--- config.mk ---
export PLATFORM = sky130hd
export DESIGN_NAME = ffr_ctrl
export DESIGN_NICKNAME = d
export VERILOG_FILES = /design/src/ffr_pkg.sv /design/src/ffr_ctrl.sv
export SDC_FILE = /design/constraint.sdc
export NUM_CORES = 1
export LEC_CHECK = 0
export BUFFER_PORTS_ARGS = -buffer_cell sky130_fd_sc_hd__buf_2
export CAP_MARGIN = 10
export CORE_AREA = 2 2 39 41
export DETAILED_ROUTE_END_ITERATION = 12
export DIE_AREA = 0 0 41 43
export SLEW_MARGIN = 30
export SYNTH_ARGS = -nofsm -noshare
export SYNTH_HDL_FRONTEND = slang
export SYNTH_SLANG_ARGS = --single-unit
export TNS_END_PERCENT = 100
--- constraint.sdc ---
create_clock -name clk_i -period 1.45 [get_ports clk_i]
set_clock_uncertainty 0.05 [all_clocks]
set_input_delay 0.145 -clock clk_i [delete_from_list [all_inputs] [get_ports clk_i]]
set_output_delay 0.145 -clock clk_i [all_outputs]
set_load 0.1 [all_outputs]
--- src/ffr_pkg.sv ---
// ffr_pkg: shared types, status codes and cosine table math for the
// fir frequency response block; no dependencies
`default_nettype none
package ffr_pkg;

  localparam logic [1:0] STATUS_OK  = 2'd0;
  localparam logic [1:0] STATUS_OOR = 2'd1;
  localparam logic [1:0] STATUS_SAT = 2'd2;

  localparam logic CFG_NTAPS   = 1'b0;
  localparam logic CFG_NPOINTS = 1'b1;

  localparam int DIV_STEPS = 32;

  localparam longint CQ0 = 64'sd1073741824;
  localparam longint CQ1 = 64'sd1324675879;
  localparam longint CQ2 = 64'sd272375560;
  localparam longint CQ3 = 64'sd22401993;
  localparam longint CQ4 = 64'sd987048;
  localparam longint CQ5 = 64'sd27060;
  localparam longint CQ6 = 64'sd506;

  typedef enum logic [2:0] {
    ST_IDLE,
    ST_DIV,
    ST_RUN,
    ST_DRAIN,
    ST_FIN
  } ffr_state_e;

  typedef struct packed {
    logic tap_wr;
    logic start;
    logic div_step;
    logic run_step;
    logic load_out;
  } ffr_cmd_t;

  typedef struct packed {
    logic oor;
    logic div_last;
    logic tap_last;
    logic pipe_busy;
  } ffr_stat_t;

  function automatic logic signed [63:0] mul_q30(input logic signed [63:0] r,
                                                 input logic [63:0] y);
    logic [63:0] u;
    u = (r < 0) ? 64'd0 : 64'(r);
    return signed'((u * y) >> 30);
  endfunction

  // x is i*2^30/depth; returns cos in q.15, 0..32768
  function automatic logic [16:0] cos_entry(input logic [63:0] x);
    logic [63:0] y;
    logic signed [63:0] r;
    y = (x * x) >> 30;
    r = CQ6;
    r = CQ5 - mul_q30(r, y);
    r = CQ4 - mul_q30(r, y);
    r = CQ3 - mul_q30(r, y);
    r = CQ2 - mul_q30(r, y);
    r = CQ1 - mul_q30(r, y);
    r = CQ0 - mul_q30(r, y);
    if (r < 0) r = 0;
    r = (r + 64'sd16384) >>> 15;
    if (r > 64'sd32768) r = 64'sd32768;
    return 17'(r);
  endfunction

endpackage
`default_nettype wire

--- src/ffr_ctrl.sv ---
// ffr_ctrl: sequencer for tap writes and point queries
// depends on ffr_pkg
`default_nettype none
module ffr_ctrl
  import ffr_pkg::*;
(
  input  wire logic      clk_i,
  input  wire logic      rst_ni,
  input  wire logic      in_valid_i,
  input  wire logic      in_mode_i,
  output logic           in_ready_o,
  input  wire logic      out_ready_i,
  output logic           out_valid_o,
  input  wire ffr_stat_t stat_i,
  output ffr_cmd_t       cmd_o
);

  ffr_state_e state_q, state_d;
  logic out_valid_q, out_valid_d;

  always_ff @(posedge clk_i or negedge rst_ni) begin
    if (!rst_ni) begin
      state_q     <= ST_IDLE;
      out_valid_q <= 1'b0;
    end else begin
      state_q     <= state_d;
      out_valid_q <= out_valid_d;
    end
  end

  always_comb begin
    state_d     = state_q;
    cmd_o       = '0;
    in_ready_o  = 1'b0;
    out_valid_d = out_valid_q && !out_ready_i;
    case (state_q)
      ST_IDLE: begin
        in_ready_o = 1'b1;
        if (in_valid_i) begin
          if (in_mode_i) begin
            cmd_o.start = 1'b1;
            state_d = stat_i.oor ? ST_FIN : ST_DIV;
          end else begin
            cmd_o.tap_wr = 1'b1;
          end
        end
      end
      ST_DIV: begin
        cmd_o.div_step = 1'b1;
        if (stat_i.div_last) state_d = ST_RUN;
      end
      ST_RUN: begin
        cmd_o.run_step = 1'b1;
        if (stat_i.tap_last) state_d = ST_DRAIN;
      end
      ST_DRAIN: begin
        if (!stat_i.pipe_busy) state_d = ST_FIN;
      end
      ST_FIN: begin
        // wait for the output register to free up
        if (!out_valid_q || out_ready_i) begin
          cmd_o.load_out = 1'b1;
          out_valid_d    = 1'b1;
          state_d        = ST_IDLE;
        end
      end
      default: state_d = ST_IDLE;
    endcase
  end

  assign out_valid_o = out_valid_q;

endmodule
`default_nettype wire

==> reports/qor.txt, run 1 <==
Drt drc - 0
Hold path depth - 2
Reg-to-Reg Start - state_q[1]
CP endpoint - cmd_o[3]
Failing checks - setup timing
R2R depth - 5
Clock Latency Late Sink - 240 ps
I/O pin count - 16
Slew @ Worst Pin - 482 ps
# setup viols final - 7
Fmax - 633 MHz
Initial antenna violation count - 0
Synth Instances - 37
Final min period - 1580 ps
Final WS setup - -129 ps
Sequential area share after synthesis - 30.7%
Crit. End Element - output port
Reg2reg setup slack - -80 ps
Routed met3 length - 47 microns
Post-route insts no fill - 83
Crit Reg-Reg Endpoint - state_q[2]
Largest net degree at the start of global routing - 9
Met2 wire len - 466 microns
HP Class - in2reg
Rows - 14
CTS buffer count - 3
RSZ-0062 raised after global routing - true
Critical path required time - 1250 ps
Gpl congestion - 0.668
Cell Area, Synth - 327 sq um
CTS sink cnt - 4
Max-cap check violation count - 0
First-pass GRT wire length - 1350 microns
Hold Vio Cnt, Final - 0
Number of detailed-route iterations in the first pass - 3
Antenna Nets Post-Route - 0
DR iter-0 viols - 4
CTS root buf - clkbuf_4
Outcome - finished with violations
Crit Path Max Fanout - 7
Routed wire length - 913 microns
Drt via density - 4.36
Net count, final - 77
Vias in the first global route - 323
Via count - 362
I/O Buffers - 15
FF+latch count, synth - 4
Syn Nets - 46
Core ar. - 0.00138 sq mm
Max-slew headroom - 68.1%
Chip width - 41 microns
Die area - 0.00176 sq mm
Starting Density - 23.6%
Final HPWL from detailed placement - 591 microns
Global route overflow - 0
TritonCTS clock tree - yes
Commonest non-fill, non-tap cells in the layout - buf_2, buf_4, buf_12
H-tree lvl count - 1
Worst setup path start - state_q[1]
Layout cells sized above 1 - 74.6%
WL/cell - 11.0 microns
GRT Util Overall - 11.5%
M1 WL - 398 microns
Slew Viols, Final - 0
CTS max path bufs - 2
# diodes - 0
Post-place setup slack - -74.8 ps
Area Overhead vs Synth - 111%
Reg clk slew, reported paths - 50 ps
Crit path DAT - 1380 ps
Mean Syn Cell Area - 8.83 sq um
Startpoint types - flip-flop
Setup Crit Path Kind - reg2out
Yosys warning count - 0
Final worst-path cycle share - 109%
Uppermost routed layer - met3
DP Area - 564 sq um
Design Area, Final - 691 sq um
Die Ht - 43 microns
Most common cell after layout, fill and taps aside - buf_2
Synth cell types - 19
Placed insts - 71
synthesized netlist by cell type, drive strengths merged:
cell	count	area (sq um)
inv	3	11.3
a21oi	3	18.8
a41oi	1	16.3
nor2	6	22.5
o21ai	3	15.0
nand3b	1	7.51
mux2	2	30.0
dfrtp	4	100
nor2b	1	6.26
nor3b	1	12.5
nand2b	2	12.5
nor3	2	15.0
buf	2	22.5
nand2	4	15.0
and3	1	6.26
o221ai	1	15.0
kinds of logic (layout without fill, tap and decap cells):
| kind of cell | Yosys count | after routing | share of synthesized area, % |
|---|---|---|---|
| multiplexers | 2 | 2 | 9.20 |
| buffers and inverters | 5 | 35 | 10.3 |
| AO/OA/AOI/OAI | 8 | 8 | 19.9 |
| flip-flops | 4 | 4 | 30.7 |
| AND/OR/NAND/NOR | 18 | 18 | 29.9 |
sequential cells by signal, indices dropped and copies added, names as in the netlist:
signal	cells
state_q	3
out_valid_o	1
how the worst min path moves through the flow:
stage | start | end | slack [ps]
after floorplan | rst_ni | out_valid_o | -200
after global placement | rst_ni | state_q[1] | -100
after detailed placement | rst_ni | state_q[1] | -100
after CTS | out_ready_i | out_valid_o | 60
after global routing | out_ready_i | out_valid_o | 50
final | out_ready_i | out_valid_o | 50
routing by layer:
| layer | global-route usage [%] | vias to the layer above |
|---|---|---|
| met5 | 0 | - |
| met4 | 4.00 | 0 |
| met3 | 5.24 | 0 |
| met2 | 17.2 | 10 |
| met1 | 13.9 | 165 |
| li1 | - | 187 |
through the flow:
step / util, % / TNS, ps / hold WS [ps]
3_3_place_gp: 40.8 / -35.3 / -98.5
4_1_cts: 46.6 / -419 / 56.3
6_report: 49.9 / -570 / 52.3
5_1_grt: 49.9 / -937 / 52.1
2_1_floorplan: - / -3470 / -201
3_5_place_dp: 40.8 / -149 / -98.8
what timing repair did:
action                                 4_1_cts  5_1_grt
hold buffers                                 1        0
setup endpoints to repair                    8        8
pin swaps                                    6        4
buffers inserted                             3        4
endpoints found under the hold margin        4        0
gates resized for setup                      8        5
final cells by class:
type	count	area [sq um]
fill	134	693
timing repair buffer	28	280
multi-input combinational	28	245
sequential	4	105
clock buffer	4	26.3
tap	16	20.0
inverter	3	13.8
critical path: stages (launching register included):
cell	delay [ps]
dfrtp_2	480
nor3_4	270
and3_4	230
buf_12	170
Power of run 1 is not shown: default switching activity piles up to over one toggle a cycle in this logic, so the estimate is an artifact.
==> run 2, diff against run 1 <==
==> constraint.sdc (replaced) <==
create_clock -name clk_i -period 1.6 [get_ports clk_i]
set_clock_uncertainty 0.05 [all_clocks]
set_input_delay 0.16 -clock clk_i [delete_from_list [all_inputs] [get_ports clk_i]]
set_output_delay 0.16 -clock clk_i [all_outputs]
set_load 0.1 [all_outputs]
==> run 2 against run 1 <==
  * The run now ends clean
  * Cell area shrank 14%
  * Count of clock-buffer cells in the layout unchanged
  * Utilization is 6.8 points lower
  * Register-to-register slack better by 180 ps
  * Critical path type unchanged
  * Die area is the same
  * First-iteration DRC count rose by 25%
  * Routed wire length is 21% lower
==> reports/qor.txt, run 2 (synthesis gave the netlist of run 1 again) <==
Outcome - complete, no violations
Net count, final - 69 (-10%)
Crit Path Max Fanout - 5 (-2)
CTS buffer count - 3 (unchanged)
Crit path DAT - 1340 ps (-40 ps)
TritonCTS clock tree - yes
DP Area - 549 sq um (-2.7%)
Rows - 14 (unchanged)
Global route overflow - 0 (unchanged)
Final min period - 1550 ps
Starting Density - 23.6% (unchanged)
Die area - 0.00176 sq mm (unchanged)
Die Ht - 43 microns (unchanged)
HP Class - in2reg
Startpoint types - flip-flop
Number of detailed-route iterations in the first pass - 2 (-1)
Filler Cells Inserted - 146 (+9.0%)
Setup Crit Path Kind - reg2out
Fmax - 646 MHz
Post-place setup slack - 64.1 ps (+139 ps)
Design Area, Final - 597 sq um (-14%)
First-pass GRT wire length - 1050 microns (-22%)
Routed wire length - 725 microns (-21%)
Largest net degree at the start of global routing - 11 (+2)
Commonest non-fill, non-tap cells in the layout - buf_2, buf_12, nor2_1, dfrtp_2, buf_4
WL/cell - 9.67 microns (-12%)
DR iter-0 viols - 5 (+1)
Final WS setup - 51.7 ps (+181 ps)
Final TNS setup - 0 ps (+570 ps)
H-tree lvl count - 1 (unchanged)
CTS sink cnt - 4 (unchanged)
CTS root buf - clkbuf_4
Reg clk slew, reported paths - 50 ps (about the same)
Gpl congestion - 0.721 (+7.9%)
RSZ-0062 raised after global routing - true
Most common cell after layout, fill and taps aside - buf_2
CTS max path bufs - 2 (unchanged)
Vias in the first global route - 278 (-14%)
FF/Latch Area - 105 sq um (unchanged)
Slew @ Worst Pin - 482 ps (-0.00513 ps)
Hold Vio Cnt, Final - 0 (unchanged)
Antenna Nets Post-Route - 0 (unchanged)
# setup viols final - 0 (-7)
Chip width - 41 microns (unchanged)
Max reg flops - 3 (unchanged)
Core ar. - 0.00138 sq mm (unchanged)
Via count - 326 (-9.9%)
Final HPWL from detailed placement - 575 microns (-2.6%)
Area of the multi-input gates - 229 sq um (-6.6%)
# diodes - 0 (unchanged)
Drt drc - 0 (unchanged)
Critical path required time - 1390 ps (+140 ps)
Max-slew headroom - 68.1% (about the same)
Clock Latency Late Sink - 240 ps (about the same)
Drt via density - 4.35 (-0.34%)
GRT Util Overall - 8.86% (-2.6 points)
Slew Viols, Final - 0 (unchanged)
Initial antenna violation count - 0 (unchanged)
Area Overhead vs Synth - 82.8%
Max-cap check violation count - 0 (unchanged)
I/O Buffers - 15 (unchanged)
Top reg by flops - state_q
Final worst-path cycle share - 96.8%
I/O pin count - 16 (unchanged)
Crit. End Element - output port
Layout cells sized above 1 - 66.1% (-8.5 points)
==> run 2: cell count changes in the layout (fill, tap and decap cells not counted), sizes merged <==
cell / delta
buf: -8
==> run 2: metal layers <==
layer  vias to the layer above  track usage [%]  part of all wire [%]
li1                        170                -                     -
met3                         0             6.28                   8.6
met2                        10             12.2                    45
met1                       146             11.0                    46
met4                         0             2.00                     0
met5                         -                0                     0
==> run 2: cell type report <==
cell class                      count  share of cell area (%)
Tap cell                           16                    3.35
Inverter                            3                    1.89
Clock buffer                        4                    4.40
Timing Repair Buffer               20                    34.4
Sequential cell                     4                    17.6
Multi-Input combinational cell     28                    38.4
==> run 2: final timing paths <==
kind / start / end / slack, ps / cells past startpoint
min in group asynchronous: rst_ni / out_valid_o / 200 / 2
max reg2reg: state_q[0] / state_q[2] / 100 / 5
min reg2reg: state_q[2] / state_q[1] / 510 / 1
max: state_q[1] / cmd_o[3] / 50 / 3
min: out_ready_i / out_valid_o / 60 / 2
max in group asynchronous: rst_ni / state_q[2] / 1160 / 2
==> run 2: stage by stage <==
step                instances  utilization [%]  hold WS (ps)
finish                     75             43.1          63.1
global route               75             43.1          48.5
CTS                        74             42.4          51.3
detailed placement         69             39.7         -83.6
global placement           69             39.7         -85.8
floorplan                  37                -          -186
==> run 2: timing repair <==
action                                  4_1_cts  5_1_grt
hold buffers                                  1        0
endpoints found under the setup margin        2        2
buffers inserted                              0        1
pin swaps                                     0        2
gates resized for setup                       1        2
hold endpoints to repair                      4        0
==> run 2: worst max-delay path, stage by stage (launching register included) <==
cell and delay, ps:
dfrtp_2 440, nor3_4 240, and3_2 240, buf_12 170
Power of run 2 is left out for the same reason.
